### config.mk
export PLATFORM = sky130hd
export DESIGN_NAME = vertex_set_rigid_transform_top
export DESIGN_NICKNAME = d
export VERILOG_FILES = /design/src/rtl/core/vsrt_pkg.sv /design/src/rtl/core/vsrt_store.sv /design/src/rtl/core/vsrt_ctrl.sv /design/src/rtl/core/vsrt_datapath.sv /design/src/rtl/core/vertex_set_rigid_transform_top.sv
export SDC_FILE = /design/constraint.sdc
export NUM_CORES = 2
export LEC_CHECK = 0
export ABC_CLOCK_PERIOD_IN_PS = 12900
export BUFFER_PORTS_ARGS = -buffer_cell sky130_fd_sc_hd__buf_2
export CAP_MARGIN = 20
export CORE_ASPECT_RATIO = 0.8
export CORE_MARGIN = 3
export CORE_UTILIZATION = 30
export DETAILED_ROUTE_END_ITERATION = 10
export GPL_TIMING_DRIVEN = 0
export MAX_ROUTING_LAYER = met4
export PLACE_DENSITY_LB_ADDON = 0.1
export SETUP_SLACK_MARGIN = 0.2
export SLEW_MARGIN = 20
export SYNTH_ARGS = -nofsm -noshare
export SYNTH_HDL_FRONTEND = slang
export SYNTH_SLANG_ARGS = --single-unit
### constraint.sdc
create_clock -name clk_i -period 12.9 [get_ports clk_i]
set_input_delay 1.935 -clock clk_i [delete_from_list [all_inputs] [get_ports clk_i]]
set_output_delay 1.935 -clock clk_i [all_outputs]
set_load 0.005 [all_outputs]
### src/rtl/core/vsrt_pkg.sv
// Vertex set transform: shared types, constants and helper functions.
// Trig table, cube reset corners, angle reduction and saturation.
// No dependencies; every other file refers to it by scoped names.
`default_nettype none

package vsrt_pkg;

  localparam int unsigned VERTEX_COUNT    = 8;
  localparam int unsigned IDX_W           = $clog2(VERTEX_COUNT);
  localparam int unsigned CNT_W           = IDX_W + 1;
  localparam int unsigned OUT_IDX_W       = 3;
  localparam int unsigned COORD_W         = 32;
  localparam int unsigned COORD_FRAC_BITS = 16;
  localparam int unsigned SUM_W           = COORD_W + IDX_W;
  localparam int unsigned DIFF_W          = COORD_W + 1;
  localparam int unsigned COEF_W          = 18;
  localparam int unsigned PROD_W          = DIFF_W + COEF_W;
  localparam int unsigned ACC_W           = PROD_W + 5;
  localparam int unsigned TRIG_SHIFT      = 15;
  localparam int unsigned SCALE_SHIFT     = 12;
  localparam int unsigned CUBE_HALF       = 20;

  localparam logic [IDX_W-1:0]     IDX_LAST     = IDX_W'(VERTEX_COUNT - 1);
  localparam logic [CNT_W-1:0]     CNT_END      = CNT_W'(VERTEX_COUNT);
  localparam logic [OUT_IDX_W-1:0] OUT_IDX_LAST = OUT_IDX_W'(VERTEX_COUNT - 1);
  localparam logic [1:0]           STEP_LAST    = 2'd3;

  localparam logic signed [ACC_W-1:0] ROUND_TRIG  = ACC_W'(1) << (TRIG_SHIFT - 1);
  localparam logic signed [ACC_W-1:0] ROUND_SCALE = ACC_W'(1) << (SCALE_SHIFT - 1);
  localparam logic signed [COORD_W-1:0] CUBE_H =
      COORD_W'(CUBE_HALF * (2 ** COORD_FRAC_BITS));

  localparam logic [1:0] AX_X = 2'd0;
  localparam logic [1:0] AX_Y = 2'd1;
  localparam logic [1:0] AX_Z = 2'd2;

  typedef enum logic [2:0] {
    KIND_ROT_X = 3'd0,
    KIND_ROT_Y = 3'd1,
    KIND_ROT_Z = 3'd2,
    KIND_SCALE = 3'd3,
    KIND_MOVE  = 3'd4
  } kind_e;

  typedef enum logic [2:0] {
    ST_IDLE,
    ST_SUM,
    ST_CENT,
    ST_READ,
    ST_DIFF,
    ST_MUL,
    ST_DRAIN,
    ST_WB
  } state_e;

  typedef struct packed {
    logic signed [COORD_W-1:0] x;
    logic signed [COORD_W-1:0] y;
    logic signed [COORD_W-1:0] z;
  } vertex_t;

  typedef struct packed {
    logic             cmd_ld;
    logic             re;
    logic [IDX_W-1:0] raddr;
    logic             sum_en;
    logic             cent_ld;
    logic             diff_ld;
    logic             mul_en;
    logic [1:0]       step;
    logic             wb;
    logic             last;
    logic [IDX_W-1:0] idx;
  } ctrl_t;

  // sine, first quadrant, Q1.15
  localparam logic [15:0] SIN_Q15 [91] = '{
        0,   572,  1144,  1715,  2286,  2856,  3425,  3993,  4560,  5126,
     5690,  6252,  6813,  7371,  7927,  8481,  9032,  9580, 10126, 10668,
    11207, 11743, 12275, 12803, 13328, 13848, 14365, 14876, 15384, 15886,
    16384, 16877, 17364, 17847, 18324, 18795, 19261, 19720, 20174, 20622,
    21063, 21498, 21926, 22348, 22763, 23170, 23571, 23965, 24351, 24730,
    25102, 25466, 25822, 26170, 26510, 26842, 27166, 27482, 27789, 28088,
    28378, 28660, 28932, 29197, 29452, 29698, 29935, 30163, 30382, 30592,
    30792, 30983, 31164, 31336, 31499, 31651, 31795, 31928, 32052, 32166,
    32270, 32365, 32449, 32524, 32588, 32643, 32688, 32723, 32748, 32763,
    32768
  };

  function automatic logic [8:0] reduce_deg(input logic signed [9:0] d);
    logic [10:0] v;
    v = 11'($signed({d[9], d}) + 11'sd720);
    if (v >= 11'd1080) begin
      v = v - 11'd1080;
    end else if (v >= 11'd720) begin
      v = v - 11'd720;
    end else if (v >= 11'd360) begin
      v = v - 11'd360;
    end
    return v[8:0];
  endfunction

  function automatic logic signed [COEF_W-1:0] sin_deg(input logic [8:0] a);
    logic [6:0]  idx;
    logic        neg;
    logic [15:0] mag;
    if (a <= 9'd90) begin
      idx = a[6:0];
      neg = 1'b0;
    end else if (a <= 9'd180) begin
      idx = 7'(9'd180 - a);
      neg = 1'b0;
    end else if (a <= 9'd270) begin
      idx = 7'(a - 9'd180);
      neg = 1'b1;
    end else begin
      idx = 7'(9'd360 - a);
      neg = 1'b1;
    end
    mag = SIN_Q15[idx];
    return neg ? -$signed({2'b00, mag}) : $signed({2'b00, mag});
  endfunction

  function automatic logic signed [COEF_W-1:0] cos_deg(input logic [8:0] a);
    logic [9:0] b;
    b = {1'b0, a} + 10'd90;
    if (b >= 10'd360) begin
      b = b - 10'd360;
    end
    return sin_deg(b[8:0]);
  endfunction

  function automatic vertex_t cube_corner(input logic [IDX_W-1:0] i);
    logic [2:0] k;
    vertex_t    v;
    k   = 3'(i);
    v.x = (k == 3'd1 || k == 3'd2 || k == 3'd5 || k == 3'd6) ? CUBE_H : -CUBE_H;
    v.y = k[1] ? CUBE_H : -CUBE_H;
    v.z = k[2] ? -CUBE_H : CUBE_H;
    return v;
  endfunction

  function automatic logic signed [COORD_W-1:0] sat_coord(
      input logic signed [ACC_W-1:0] v);
    if ((&v[ACC_W-1:COORD_W-1]) || !(|v[ACC_W-1:COORD_W-1])) begin
      return v[COORD_W-1:0];
    end else if (v[ACC_W-1]) begin
      return {1'b1, {(COORD_W-1){1'b0}}};
    end else begin
      return {1'b0, {(COORD_W-1){1'b1}}};
    end
  endfunction

endpackage

`default_nettype wire

### src/rtl/core/vsrt_store.sv
// Vertex store: one synchronous memory of x/y/z entries, one read and one write port.
// Per-entry written bits stand in for the cube reset; uses vsrt_pkg.
`default_nettype none

module vsrt_store (
  input  logic                       clk_i,
  input  logic                       rst_ni,
  input  logic                       re_i,
  input  logic [vsrt_pkg::IDX_W-1:0] raddr_i,
  output vsrt_pkg::vertex_t          rdata_o,
  input  logic                       we_i,
  input  logic [vsrt_pkg::IDX_W-1:0] waddr_i,
  input  vsrt_pkg::vertex_t          wdata_i
);

  vsrt_pkg::vertex_t                mem_q [vsrt_pkg::VERTEX_COUNT];
  logic [vsrt_pkg::VERTEX_COUNT-1:0] written_q;
  vsrt_pkg::vertex_t                rd_q;
  logic                             rd_vld_q;
  logic [vsrt_pkg::IDX_W-1:0]       rd_addr_q;

  always_ff @(posedge clk_i) begin
    if (we_i) begin
      mem_q[waddr_i] <= wdata_i;
    end
    if (re_i) begin
      rd_q      <= mem_q[raddr_i];
      rd_addr_q <= raddr_i;
    end
  end

  always_ff @(posedge clk_i or negedge rst_ni) begin
    if (!rst_ni) begin
      written_q <= '0;
      rd_vld_q  <= 1'b0;
    end else begin
      if (we_i) begin
        written_q[waddr_i] <= 1'b1;
      end
      if (re_i) begin
        rd_vld_q <= written_q[raddr_i];
      end
    end
  end

  assign rdata_o = rd_vld_q ? rd_q : vsrt_pkg::cube_corner(rd_addr_q);

endmodule

`default_nettype wire

### src/rtl/core/vsrt_ctrl.sv
// Sequencer: centroid pass, then read / difference / four multiply steps / drain / write-back
// per vertex. Drives the datapath and store through vsrt_pkg::ctrl_t.
`default_nettype none

module vsrt_ctrl (
  input  logic            clk_i,
  input  logic            rst_ni,
  input  logic            start_i,
  output logic            busy_o,
  output vsrt_pkg::ctrl_t ctrl_o
);

  vsrt_pkg::state_e                state_q, state_d;
  logic [vsrt_pkg::CNT_W-1:0]      cnt_q;
  logic [vsrt_pkg::IDX_W-1:0]      vidx_q;
  logic [1:0]                      step_q;

  always_comb begin
    state_d = state_q;
    unique case (state_q)
      vsrt_pkg::ST_IDLE: begin
        if (start_i) state_d = vsrt_pkg::ST_SUM;
      end
      vsrt_pkg::ST_SUM: begin
        if (cnt_q == vsrt_pkg::CNT_END) state_d = vsrt_pkg::ST_CENT;
      end
      vsrt_pkg::ST_CENT:  state_d = vsrt_pkg::ST_READ;
      vsrt_pkg::ST_READ:  state_d = vsrt_pkg::ST_DIFF;
      vsrt_pkg::ST_DIFF:  state_d = vsrt_pkg::ST_MUL;
      vsrt_pkg::ST_MUL: begin
        if (step_q == vsrt_pkg::STEP_LAST) state_d = vsrt_pkg::ST_DRAIN;
      end
      vsrt_pkg::ST_DRAIN: state_d = vsrt_pkg::ST_WB;
      vsrt_pkg::ST_WB: begin
        state_d = (vidx_q == vsrt_pkg::IDX_LAST) ? vsrt_pkg::ST_IDLE : vsrt_pkg::ST_READ;
      end
      default:            state_d = vsrt_pkg::ST_IDLE;
    endcase
  end

  always_ff @(posedge clk_i or negedge rst_ni) begin
    if (!rst_ni) begin
      state_q <= vsrt_pkg::ST_IDLE;
      cnt_q   <= '0;
      vidx_q  <= '0;
      step_q  <= '0;
    end else begin
      state_q <= state_d;
      unique case (state_q)
        vsrt_pkg::ST_IDLE: begin
          cnt_q  <= '0;
          vidx_q <= '0;
          step_q <= '0;
        end
        vsrt_pkg::ST_SUM: cnt_q  <= cnt_q + 1'b1;
        vsrt_pkg::ST_MUL: step_q <= step_q + 1'b1;
        vsrt_pkg::ST_WB:  vidx_q <= vidx_q + 1'b1;
        default: ;
      endcase
    end
  end

  always_comb begin
    ctrl_o         = '0;
    ctrl_o.cmd_ld  = (state_q == vsrt_pkg::ST_IDLE) && start_i;
    ctrl_o.re      = ((state_q == vsrt_pkg::ST_SUM) && (cnt_q != vsrt_pkg::CNT_END))
                     || (state_q == vsrt_pkg::ST_READ);
    ctrl_o.raddr   = (state_q == vsrt_pkg::ST_SUM) ? cnt_q[vsrt_pkg::IDX_W-1:0] : vidx_q;
    ctrl_o.sum_en  = (state_q == vsrt_pkg::ST_SUM) && (cnt_q != '0);
    ctrl_o.cent_ld = (state_q == vsrt_pkg::ST_CENT);
    ctrl_o.diff_ld = (state_q == vsrt_pkg::ST_DIFF);
    ctrl_o.mul_en  = (state_q == vsrt_pkg::ST_MUL);
    ctrl_o.step    = step_q;
    ctrl_o.wb      = (state_q == vsrt_pkg::ST_WB);
    ctrl_o.last    = (vidx_q == vsrt_pkg::IDX_LAST);
    ctrl_o.idx     = vidx_q;
    busy_o         = (state_q != vsrt_pkg::ST_IDLE);
  end

endmodule

`default_nettype wire

### src/rtl/core/vsrt_datapath.sv
// Datapath: command registers, centroid sums, one shared multiplier with three
// accumulators, write-back saturation and the result register. Uses vsrt_pkg.
`default_nettype none

module vsrt_datapath (
  input  logic                               clk_i,
  input  logic                               rst_ni,
  input  vsrt_pkg::ctrl_t                    ctrl_i,
  input  logic [2:0]                         kind_i,
  input  logic signed [9:0]                  angle_deg_i,
  input  logic [15:0]                        scale_factor_i,
  input  logic signed [15:0]                 offset_x_i,
  input  logic signed [15:0]                 offset_y_i,
  input  logic signed [15:0]                 offset_z_i,
  input  vsrt_pkg::vertex_t                  rdata_i,
  output vsrt_pkg::vertex_t                  wdata_o,
  output logic                               result_strobe_o,
  output logic [2:0]                         vertex_index_o,
  output logic signed [31:0]                 coord_x_o,
  output logic signed [31:0]                 coord_y_o,
  output logic signed [31:0]                 coord_z_o,
  output logic                               last_o
);

  localparam int unsigned COORD_W   = vsrt_pkg::COORD_W;
  localparam int unsigned SUM_W     = vsrt_pkg::SUM_W;
  localparam int unsigned DIFF_W    = vsrt_pkg::DIFF_W;
  localparam int unsigned COEF_W    = vsrt_pkg::COEF_W;
  localparam int unsigned PROD_W    = vsrt_pkg::PROD_W;
  localparam int unsigned ACC_W     = vsrt_pkg::ACC_W;
  localparam int unsigned OUT_IDX_W = vsrt_pkg::OUT_IDX_W;

  logic [2:0]                 kind_q;
  logic [8:0]                 ang_q;
  logic [15:0]                sf_q;
  logic signed [15:0]         off_q  [3];
  logic signed [SUM_W-1:0]    sum_q  [3];
  logic signed [COORD_W-1:0]  cent_q [3];
  logic signed [COEF_W-1:0]   sin_q, cos_q;
  logic signed [COORD_W-1:0]  rd     [3];
  logic signed [COORD_W-1:0]  v_q    [3];
  logic signed [DIFF_W-1:0]   d_q    [3];
  logic signed [ACC_W-1:0]    acc_q  [3];
  logic signed [COORD_W-1:0]  new_c  [3];

  logic signed [DIFF_W-1:0]   op;
  logic signed [COEF_W-1:0]   coef;
  logic [1:0]                 tgt;
  logic                       hit;
  logic signed [PROD_W-1:0]   prod_q;
  logic                       prod_en_q;
  logic [1:0]                 prod_tgt_q;

  logic                       is_rot, is_scale, is_move;
  logic [1:0]                 ax_a, ax_b, ax_p, ax_q;
  logic [2:0]                 touched;

  function automatic logic signed [DIFF_W-1:0] pick3(
      input logic signed [DIFF_W-1:0] a0,
      input logic signed [DIFF_W-1:0] a1,
      input logic signed [DIFF_W-1:0] a2,
      input logic [1:0]               ax);
    logic signed [DIFF_W-1:0] r;
    if (ax == vsrt_pkg::AX_Y) begin
      r = a1;
    end else if (ax == vsrt_pkg::AX_Z) begin
      r = a2;
    end else begin
      r = a0;
    end
    return r;
  endfunction

  assign rd[0] = rdata_i.x;
  assign rd[1] = rdata_i.y;
  assign rd[2] = rdata_i.z;

  always_comb begin
    is_rot   = (kind_q == vsrt_pkg::KIND_ROT_X) || (kind_q == vsrt_pkg::KIND_ROT_Y)
               || (kind_q == vsrt_pkg::KIND_ROT_Z);
    is_scale = (kind_q == vsrt_pkg::KIND_SCALE);
    is_move  = (kind_q == vsrt_pkg::KIND_MOVE);
    // a, b: source axes; p, q: axes written by the first and second sum of products
    if (kind_q == vsrt_pkg::KIND_ROT_X) begin
      ax_a = vsrt_pkg::AX_Y; ax_b = vsrt_pkg::AX_Z;
      ax_p = vsrt_pkg::AX_Y; ax_q = vsrt_pkg::AX_Z;
    end else if (kind_q == vsrt_pkg::KIND_ROT_Y) begin
      ax_a = vsrt_pkg::AX_Z; ax_b = vsrt_pkg::AX_X;
      ax_p = vsrt_pkg::AX_Z; ax_q = vsrt_pkg::AX_X;
    end else begin
      ax_a = vsrt_pkg::AX_X; ax_b = vsrt_pkg::AX_Y;
      ax_p = vsrt_pkg::AX_X; ax_q = vsrt_pkg::AX_Y;
    end
  end

  // steps: a*cos, -b*sin into p; a*sin, b*cos into q. Scale uses steps 0..2 per axis.
  always_comb begin
    op   = '0;
    coef = '0;
    tgt  = vsrt_pkg::AX_X;
    hit  = 1'b0;
    if (is_rot) begin
      op   = ctrl_i.step[0] ? pick3(d_q[0], d_q[1], d_q[2], ax_b)
                            : pick3(d_q[0], d_q[1], d_q[2], ax_a);
      coef = (ctrl_i.step[0] == ctrl_i.step[1]) ? cos_q
                                                : (ctrl_i.step[0] ? -sin_q : sin_q);
      tgt  = ctrl_i.step[1] ? ax_q : ax_p;
      hit  = 1'b1;
    end else if (is_scale) begin
      op   = pick3(d_q[0], d_q[1], d_q[2], ctrl_i.step);
      coef = COEF_W'(sf_q);
      tgt  = ctrl_i.step;
      hit  = (ctrl_i.step != vsrt_pkg::STEP_LAST);
    end
  end

  always_ff @(posedge clk_i) begin
    if (ctrl_i.cmd_ld) begin
      kind_q   <= kind_i;
      ang_q    <= vsrt_pkg::reduce_deg(angle_deg_i);
      sf_q     <= scale_factor_i;
      off_q[0] <= offset_x_i;
      off_q[1] <= offset_y_i;
      off_q[2] <= offset_z_i;
    end
    if (ctrl_i.cent_ld) begin
      sin_q <= vsrt_pkg::sin_deg(ang_q);
      cos_q <= vsrt_pkg::cos_deg(ang_q);
    end
    prod_q     <= op * coef;
    prod_tgt_q <= tgt;
    for (int i = 0; i < 3; i++) begin
      if (ctrl_i.cmd_ld) begin
        sum_q[i] <= '0;
      end else if (ctrl_i.sum_en) begin
        sum_q[i] <= sum_q[i] + SUM_W'(rd[i]);
      end
      if (ctrl_i.cent_ld) begin
        cent_q[i] <= COORD_W'(sum_q[i] >>> vsrt_pkg::IDX_W);
      end
      if (ctrl_i.diff_ld) begin
        v_q[i]   <= rd[i];
        d_q[i]   <= DIFF_W'(rd[i]) - DIFF_W'(cent_q[i]);
        // centroid and rounding half folded into the starting value
        acc_q[i] <= is_rot
            ? (ACC_W'(cent_q[i]) <<< vsrt_pkg::TRIG_SHIFT) + vsrt_pkg::ROUND_TRIG
            : (ACC_W'(cent_q[i]) <<< vsrt_pkg::SCALE_SHIFT) + vsrt_pkg::ROUND_SCALE;
      end else if (prod_en_q && (prod_tgt_q == 2'(i))) begin
        acc_q[i] <= acc_q[i] + ACC_W'(prod_q);
      end
    end
  end

  always_ff @(posedge clk_i or negedge rst_ni) begin
    if (!rst_ni) begin
      prod_en_q <= 1'b0;
    end else begin
      prod_en_q <= ctrl_i.mul_en && hit;
    end
  end

  always_comb begin
    for (int i = 0; i < 3; i++) begin
      touched[i] = is_scale || (is_rot && ((ax_p == 2'(i)) || (ax_q == 2'(i))));
      if (touched[i]) begin
        new_c[i] = vsrt_pkg::sat_coord(is_rot ? (acc_q[i] >>> vsrt_pkg::TRIG_SHIFT)
                                              : (acc_q[i] >>> vsrt_pkg::SCALE_SHIFT));
      end else if (is_move) begin
        new_c[i] = vsrt_pkg::sat_coord(ACC_W'(v_q[i])
                                       + (ACC_W'(off_q[i]) <<< vsrt_pkg::COORD_FRAC_BITS));
      end else begin
        new_c[i] = v_q[i];
      end
    end
  end

  assign wdata_o = {new_c[0], new_c[1], new_c[2]};

  always_ff @(posedge clk_i or negedge rst_ni) begin
    if (!rst_ni) begin
      result_strobe_o <= 1'b0;
    end else begin
      result_strobe_o <= ctrl_i.wb;
    end
  end

  always_ff @(posedge clk_i) begin
    if (ctrl_i.wb) begin
      vertex_index_o <= OUT_IDX_W'(ctrl_i.idx);
      coord_x_o      <= new_c[0];
      coord_y_o      <= new_c[1];
      coord_z_o      <= new_c[2];
      last_o         <= ctrl_i.last;
    end
  end

endmodule

`default_nettype wire

### src/rtl/core/vertex_set_rigid_transform_top.sv
// Top level of the vertex set transform: sequencer, vertex store and datapath.
// Depends on vsrt_pkg, vsrt_ctrl, vsrt_store and vsrt_datapath.
//
//   channel   direction  handshake                  payload
//   command   in         start_i high, busy_o low  kind, angle_deg, scale_factor, offset_x/y/z
//   result    out        result_strobe_o, 1 cycle  vertex_index, coord_x/y/z, last
//
// A command keeps busy_o high through a centroid pass over the single memory read port,
// a step that loads the centroid and sine/cosine, then per vertex a read, a difference,
// the four products of the shared multiplier, a drain and a write-back.
// Results come one per vertex; the last shows in the same cycle that busy_o first reads low.
// Reset restores the cube; the receiver cannot stall, so nothing else holds a transaction.
// Read and write never hit the same entry in one cycle, so no forwarding is needed.
`default_nettype none

module vertex_set_rigid_transform_top (
  input  logic               clk_i,
  input  logic               rst_ni,
  input  logic               start_i,
  output logic               busy_o,
  input  logic [2:0]         kind_i,
  input  logic signed [9:0]  angle_deg_i,
  input  logic [15:0]        scale_factor_i,
  input  logic signed [15:0] offset_x_i,
  input  logic signed [15:0] offset_y_i,
  input  logic signed [15:0] offset_z_i,
  output logic               result_strobe_o,
  output logic [2:0]         vertex_index_o,
  output logic signed [31:0] coord_x_o,
  output logic signed [31:0] coord_y_o,
  output logic signed [31:0] coord_z_o,
  output logic               last_o
);

  vsrt_pkg::ctrl_t   ctrl;
  vsrt_pkg::vertex_t rdata;
  vsrt_pkg::vertex_t wdata;

  vsrt_ctrl u_ctrl (
    .clk_i  (clk_i),
    .rst_ni (rst_ni),
    .start_i(start_i),
    .busy_o (busy_o),
    .ctrl_o (ctrl)
  );

  vsrt_store u_store (
    .clk_i  (clk_i),
    .rst_ni (rst_ni),
    .re_i   (ctrl.re),
    .raddr_i(ctrl.raddr),
    .rdata_o(rdata),
    .we_i   (ctrl.wb),
    .waddr_i(ctrl.idx),
    .wdata_i(wdata)
  );

  vsrt_datapath u_datapath (
    .clk_i          (clk_i),
    .rst_ni         (rst_ni),
    .ctrl_i         (ctrl),
    .kind_i         (kind_i),
    .angle_deg_i    (angle_deg_i),
    .scale_factor_i (scale_factor_i),
    .offset_x_i     (offset_x_i),
    .offset_y_i     (offset_y_i),
    .offset_z_i     (offset_z_i),
    .rdata_i        (rdata),
    .wdata_o        (wdata),
    .result_strobe_o(result_strobe_o),
    .vertex_index_o (vertex_index_o),
    .coord_x_o      (coord_x_o),
    .coord_y_o      (coord_y_o),
    .coord_z_o      (coord_z_o),
    .last_o         (last_o)
  );

endmodule

`default_nettype wire

# Word-level counts from Yosys, hierarchy flattened
# Memories as Yosys holds them, arrays and structs flattened. A register that Yosys moved wholly into a read port is not among the register bits.
# Cells that the tools add are included.
# totals
wordCells	297
inputBits	80
ram_bits	1380
mem_count	9
ff_bits	243
rom_bits	4096
# mem_list
memory	depth	word_bits	rd	rd_clocked_by_memory_dff	write_ports	line_no	rtl
(no name shown)	128	16	1	0	0	vsrt_pkg.sv:120	mag = SIN_Q15[idx];
(no name shown)	128	16	1	0	0	vsrt_pkg.sv:120	
u_store.mem_q	8	96	1	1	1	vsrt_store.sv:16	vsrt_pkg::vertex_t mem_q [vsrt_pkg::VERTEX_COUNT];
u_datapath.acc_q	3	56	3	0	3	vsrt_datapath.sv:43	logic signed [ACC_W-1:0] acc_q [3];
u_datapath.sum_q	3	35	3	0	3	vsrt_datapath.sv:37	logic signed [SUM_W-1:0] sum_q [3];
u_datapath.d_q	3	33	3	0	3	vsrt_datapath.sv:42	logic signed [DIFF_W-1:0] d_q [3];
+3 memories	--	--	--	--	--	--	
# op_classes
addsub	36
magnitude_cmp	15
multipliers	1
reduce_logical	58
bitwise	9
muxes	114
eq_ne	32
# ops
cell	count
2-to-1 mux 32 bit	21
2-to-1 mux 56 bit	6
2-to-1 mux 33 bit	9
adder 56 x 51 -> 56 bit	3
AND reduction 25 bit	6
OR reduction 25 bit	6
adder 47 x 16 -> 48 bit, second input constant	3
adder 44 x 13 -> 45 bit, second input constant	3
2-to-1 mux 43 bit	3
2-to-1 mux 16 bit	7
adder 35 x 32 -> 35 bit	3
2-to-1 mux 35 bit	3
adder 32 x 32 -> 33 bit	3
subtractor 32 x 32 -> 33 bit	3
2-to-1 mux 96 bit	1
2-to-1 mux 7 bit	8
2-to-1 mux 18 bit	3
multiplier 33 x 18 -> 51 bit	1
2-to-1 mux 9 bit	5
negation 16 -> 18 bit	2
2-to-1 mux 1 bit	31
equality test 3 bit, second input constant	8
one-hot mux 3 bit (8 select lines)	1
<= comparator 9 x 7 -> 1 bit, second input constant	2
other kinds (49)	124

# Longest topological paths before layout
# logic_depth
ltp_word	15
depth_mapped	41
ltp_nobuf	39

# Hierarchy
# From an unflattened synthesis, not the netlist that was laid out.
# hier_totals
cells_unflattened	10181
hier_area_um2	112666.8
# by_module_without_submodules
mod	instances	area_each_um2	seq_area_each_um2	cells_each
vsrt_datapath	1	78995.8	24413.4	8727
vsrt_store	1	32917.8	26260.2	1373
vsrt_ctrl	1	753.2	300.3	81

# Least setup slack after synthesis
# Ideal clock, no wire load.
# synth_timing
path_type	register to register
start	register u_ctrl.state_q[2]
end	register u_store.written_q[0] (netlist bit)
setup_ps	106
stages_incl_launch_ff	6
n_path_buf	1
slack_ps	1583
arrival_ps	11211
required_ps	12794
path_cell_list	dfrtp_1 > and3_1 > clkbuf_1 > nand2b_1 > nor3_1 > or2_2
# synth_lines
element	line_no	rtl
start: declaration	vsrt_ctrl.sv:13	vsrt_pkg::state_e state_q, state_d;
start signal: assignment	vsrt_ctrl.sv:43	state_q <= vsrt_pkg::ST_IDLE;
start signal: assignment	vsrt_ctrl.sv:48	state_q <= state_d;
end signal: assignment	vsrt_store.sv:34	written_q <= '0;
end signal: indexed assignment	vsrt_store.sv:38	written_q[waddr_i] <= 1'b1;
end: declaration	vsrt_store.sv:17	logic [vsrt_pkg::VERTEX_COUNT-1:0] written_q;

# Worst setup path after layout
# layout_timing
start	register u_datapath.kind_q[1]
end	register u_datapath.prod_q[49]
# layout_via
elab_chain_len	9
elab_cells_between_ends	24
cone_classes	mul (1); eq/ne (7); mux (13); reduce/logical (3)
# layout_lines
element	line_no	rtl
start: declaration	vsrt_datapath.sv:33	logic [2:0] kind_q;
start signal: assignment	vsrt_datapath.sv:119	kind_q <= kind_i;
equality test 3 x 1 -> 1 bit	vsrt_datapath.sv:79, vsrt_datapath.sv:87	
2-to-1 mux 2 bit / 2-to-1 mux 1 bit (equally long branches)	vsrt_datapath.sv:87	end else if (kind_q == vsrt_pkg::KIND_ROT_Y) begin
2-to-1 mux 2 bit	vsrt_datapath.sv:84	if (kind_q == vsrt_pkg::KIND_ROT_X) begin
equality test 2 bit	vsrt_datapath.sv:66	end else if (ax == vsrt_pkg::AX_Z) begin
2-to-1 mux 33 bit	vsrt_datapath.sv:66	
2-to-1 mux 33 bit	vsrt_datapath.sv:64	if (ax == vsrt_pkg::AX_Y) begin
2-to-1 mux 33 bit	vsrt_datapath.sv:103	op = ctrl_i.step[0] ? pick3(d_q[0], d_q[1], d_q[2], ax_b)
2-to-1 mux 33 bit	vsrt_datapath.sv:102	if (is_rot) begin
multiplier 33 x 18 -> 51 bit *	vsrt_datapath.sv:130	prod_q <= op * coef;
end signal: assignment	vsrt_datapath.sv:130	
end: declaration	vsrt_datapath.sv:50	logic signed [PROD_W-1:0] prod_q;
# Every way passes the cells marked *; elsewhere a longest branch is shown, timed or not.
# A chain may end at the register's enable or synchronous reset.

==> summary.txt <==
Min path
  • Hold endpoint: u_datapath.cent_q[0][22]$_DFFE_PP_
  • Type of the most critical hold path: register to register
  • Hold Path Stages: 0
  • Worst Hold Launch: u_datapath.sum_q[0][25]$_SDFFCE_PN0P_

Cells and area
  • Storage element area: 0.05098 mm^2
  • Post-layout util: 34.43%
  • Fillers: 37.96k
  • Share of cells above drive strength 1: 7.370%
  • Post-route cell area: 0.1291 mm^2
  • Final #Nets: 13.07k
  • Multi-input gate area in the final layout: 0.05673 mm^2
  • P&R area growth vs syn: 14.15%

Yosys
  • Synth Flop Type: edfxtp_1
  • XOR/XNOR share of the synthesized area: 3.484%
  • EDFF count, synth: 1,643
  • Synth Warn #: 0
  • Sequential element share of the synthesized area: 45.07%
  • Cell variety after synth: 105
  • FFs w/ async S/R, synth: 1.338%
  • Flops & latches, synth: 1,719
  • Complex-gate fraction of the synthesized area: 12.09%
  • Avg Cell Area, Syn: 10.00 um^2
  • Syn Inst Count: 11.31k
  • Simple logic cell fraction of the synthesized area: 16.41%
  • Adder-cell share of the synthesized area: 16.95%
  • Post-Syn Area: 0.1131 mm^2
  • Main combinational cell family by area after synthesis: adder cells
  • Mux contribution to synthesized area: 0.9282%
  • Synth Net Count: 12.57k

Global route
  • Total track usage: 23.73%
  • Largest net degree at the start of global routing: 71
  • Congestion Overflow GR: 0
  • Number of global-route vias before repair: 86.45k
  • Initial antenna violation count: 67
  • First-pass GRT wire length: 643.7 mm

Critical path
  • Largest stage delay, worst path: 0.70 ns
  • Req. time, crit path: 13.62 ns
  • R2R cell count: 35
  • R2R Path End: u_datapath.prod_q[49]$_DFF_P_
  • Worst R2R Setup Slack: 0.77 ns
  • Worst setup SP type: register
  • CP max-delay cell: clkbuf_2
  • Setup CP Type: register to register
  • Worst EP arrival: 12.85 ns
  • Crit path capture type: register
  • Most used cell, CP: fa_1
  • Crit-path max FO: 10
  • Worst r2r src: u_datapath.kind_q[1]$_DFFE_PP_

Clocking
  • Worst skew pair latency: 0.90 ns
  • # clock sinks: 1,719
  • CTS tree: done
  • Bufs on Longest Clock Path: 4
  • Number of buffers created by CTS: 202
  • Post-CTS Setup Inserts: 0
  • Clock root buffer: clkbuf_16
  • Clock slew at reported path FFs: 0.06 ns
  • H-tree level count: 4

Placed design
  • Cell Area, Placed: 0.1223 mm^2
  • PortBufs: 180
  • Final Wtd Congestion: 0.9438
  • Post-DP HPWL: 362.4 mm

Run
  • Max-Cap Viols: 0

Floorplan
  • Die Area: 0.3844 mm^2
  • Initial Util: 30.16%
  • Die Span Y: 555.2 um
  • Number of I/O pins: 182
  • Die width: 692.5 um
  • Row count: 201
  • Core ar.: 0.3750 mm^2

Timing
  • Final hold vios: 0
  • Period minus WS final: 12.13 ns
  • RSZ-0062 raised after global routing: false
  • FMAX: 0.08241 GHz
  • Final setup viols: 0
  • Worst Tran Pin Value: 1.300 ns
  • Final Max Tran Viols: 0
  • Tcrit/Tclk final: 94.07%
  • Normalized max-slew margin: 12.70%
  • Final Skew: 0.07818 ns
  • Total Neg Setup Slack: 0 ns

Detailed routing
  • DRT antenna net count: 0
  • Post-route DRC violation count: 0
  • Initial DRC Count: 9,700
  • Vias after detailed routing: 89.25k
  • DR pass1 iterations: 6
  • DRT Wirelength: 455.2 mm
  • Drt via density: 5.261
  • Routed len/inst: 26.83 um

Outcome
  • Status: completed
-- stage by stage --
step                      cells  worst slack [ns]  hold WS [ns]
after detailed placement  16578            -1.262        0.4447
after global placement    16462            -7.942        0.4431
after global routing      16949            0.1701        0.4593
after CTS                 16939            0.1944        0.4589
after floorplan           11309             1.583        0.4307
final                     16965            0.7654        0.4531
-- Yosys cell counts (all sizes together) (18+ instances only) --
cell type	n	area [um^2]
o21bai	48	360.4
nand2b	81	506.7
nor2b	91	569.3
o21ai	537	2688
o41ai	19	166.4
dfxtp	53	1061
buf	91	407.9
mux2	20	225.2
nand3b	20	150.1
dfrtp	23	575.6
a31o	18	157.6
nand2	2047	7694
o22ai	84	525.5
a21boi	26	195.2
xnor2	292	2565
a31oi	153	969.7
a21o	187	1404
a211oi	105	805.8
xor2	157	1375
or3	64	400.4
fa	583	11670
nand3	634	3173
nor2	746	2815
ha	598	7482
and3	73	461.7
o31ai	48	370.3
nor3	151	770.7
nor4	25	177.7
and2	156	975.9
o221ai	40	350.3
o21a	76	570.6
or2	32	200.2
nand4	34	212.7
edfxtp	1643	49340
inv	969	3637
a21oi	556	2783
mux2i	64	644.4
clkbuf	445	1670
o211ai	46	345.3
-- cell families (layout without fill, tap and decap cells) --
family / Yosys count / in the layout
xor+xnor: 449 / 449
mux: 92 / 92
buf+inv: 1509 / 2167
fa+ha+maj: 1182 / 1182
other cells: 0 / 25
compound gates: 2154 / 2154
simple gates: 4204 / 4204
flops: 1719 / 1719
-- layout by cell type (no fill, tap or decap), types with 32 or more instances in the layout --
master / netlist / layout
edfxtp_1: 1643 / 1643
clkbuf_16: 0 / 206
o21bai_1: 48 / 48
clkbuf_2: 0 / 65
a21oi_1: 556 / 541
or3_1: 64 / 64
nor2b_1: 91 / 91
and2_1: 156 / 156
o21a_1: 76 / 75
nand3_1: 634 / 634
clkinv_1: 4 / 32
nand2b_1: 81 / 80
and3_1: 72 / 71
nand4_1: 34 / 34
xnor2_1: 291 / 291
buf_2: 29 / 215
buf_4: 6 / 54
o221ai_1: 40 / 40
inv_1: 965 / 963
dfxtp_1: 53 / 50
fa_1: 583 / 583
clkbuf_1: 445 / 413
o22ai_1: 84 / 83
nand2_1: 2043 / 2040
o211ai_1: 46 / 46
xor2_1: 157 / 157
buf_12: 0 / 32
buf_1: 55 / 51
ha_1: 598 / 598
a211oi_1: 103 / 103
mux2i_1: 63 / 61
o31ai_1: 46 / 43
a31oi_1: 151 / 141
nor3_1: 148 / 145
a21o_1: 187 / 187
nor2_1: 742 / 735
clkinv_2: 0 / 40
o21ai_0: 512 / 505
-- cell type report --
| class | instances | share of cell area, % |
|---|---|---|
| Timing Repair Buffer | 297 | 2.036 |
| Antenna cell | 25 | 0.04846 |
| Multi-Input combinational cell | 8081 | 43.95 |
| Sequential cell | 1719 | 39.49 |
| Clock buffer | 248 | 4.170 |
| Buffer | 536 | 1.687 |
| Tap cell | 4973 | 4.820 |
| Inverter | 973 | 2.838 |
| Clock inverter | 113 | 0.9586 |
-- registers in the layout (all words and copies together), names as in the netlist, 4 cells and up --
name	count
u_store.mem_q	768
u_datapath.acc_q	168
u_datapath.sum_q	105
u_datapath.d_q	99
u_datapath.cent_q	96
u_datapath.v_q	96
u_store.rd_q	96
u_datapath.prod_q	51
u_datapath.off_q	48
u_datapath.coord_x_o	32
u_datapath.coord_y_o	32
u_datapath.coord_z_o	32
u_datapath.cos_q	18
u_datapath.sin_q	18
u_datapath.sf_q	16
u_datapath.ang_q	9
u_store.written_q	8
u_ctrl.cnt_q	4
-- timing repair --
| action | CTS | global route |
|---|---|---|
| setup endpoints to repair | 19 | 8 |
| resized for setup | 34 | 17 |
| hold buffers | 0 | 0 |
-- worst max-delay path, delay by kind of cell (launching register included) --
kind	cells	cell delay, ns
compound gates	16	4.68
fa+ha+maj	7	3.09
buf+inv	8	2.72
simple gates	3	0.83
flops	1	0.48
xor+xnor	1	0.14
-- worst max-delay path by stage --
stage	startpoint	end	slack, ns
finish	u_datapath.kind_q[1]$_DFFE_PP_	u_datapath.prod_q[49]$_DFF_P_	0.77
global route	u_ctrl.step_q[0]$_DFFE_PN0P_	u_datapath.prod_q[49]$_DFF_P_	0.17
CTS	u_ctrl.step_q[0]$_DFFE_PN0P_	u_datapath.prod_q[50]$_DFF_P_	0.19
detailed placement	u_ctrl.step_q[0]$_DFFE_PN0P_	u_datapath.prod_q[49]$_DFF_P_	-1.26
global placement	u_ctrl.state_q[2]$_DFFE_PN0P_	u_store.written_q[0]$_DFFE_PN0P_	-7.94
floorplan	u_ctrl.state_q[2]$_DFFE_PN0P_	u_store.written_q[0]$_DFFE_PN0P_	1.58
-- layer usage --
layer	part of all wire [%]	vias up	global-route usage [%]
met3	7.0	427	3.495
met4	2.1	0	5.016
met1	49	45151	35.43
met5	0	-	-
li1	-	40534	-
met2	42	3138	33.79
Power is left out: the tool's default activity adds up to more than one toggle a clock period on the data nets, which glitch-free logic cannot reach.
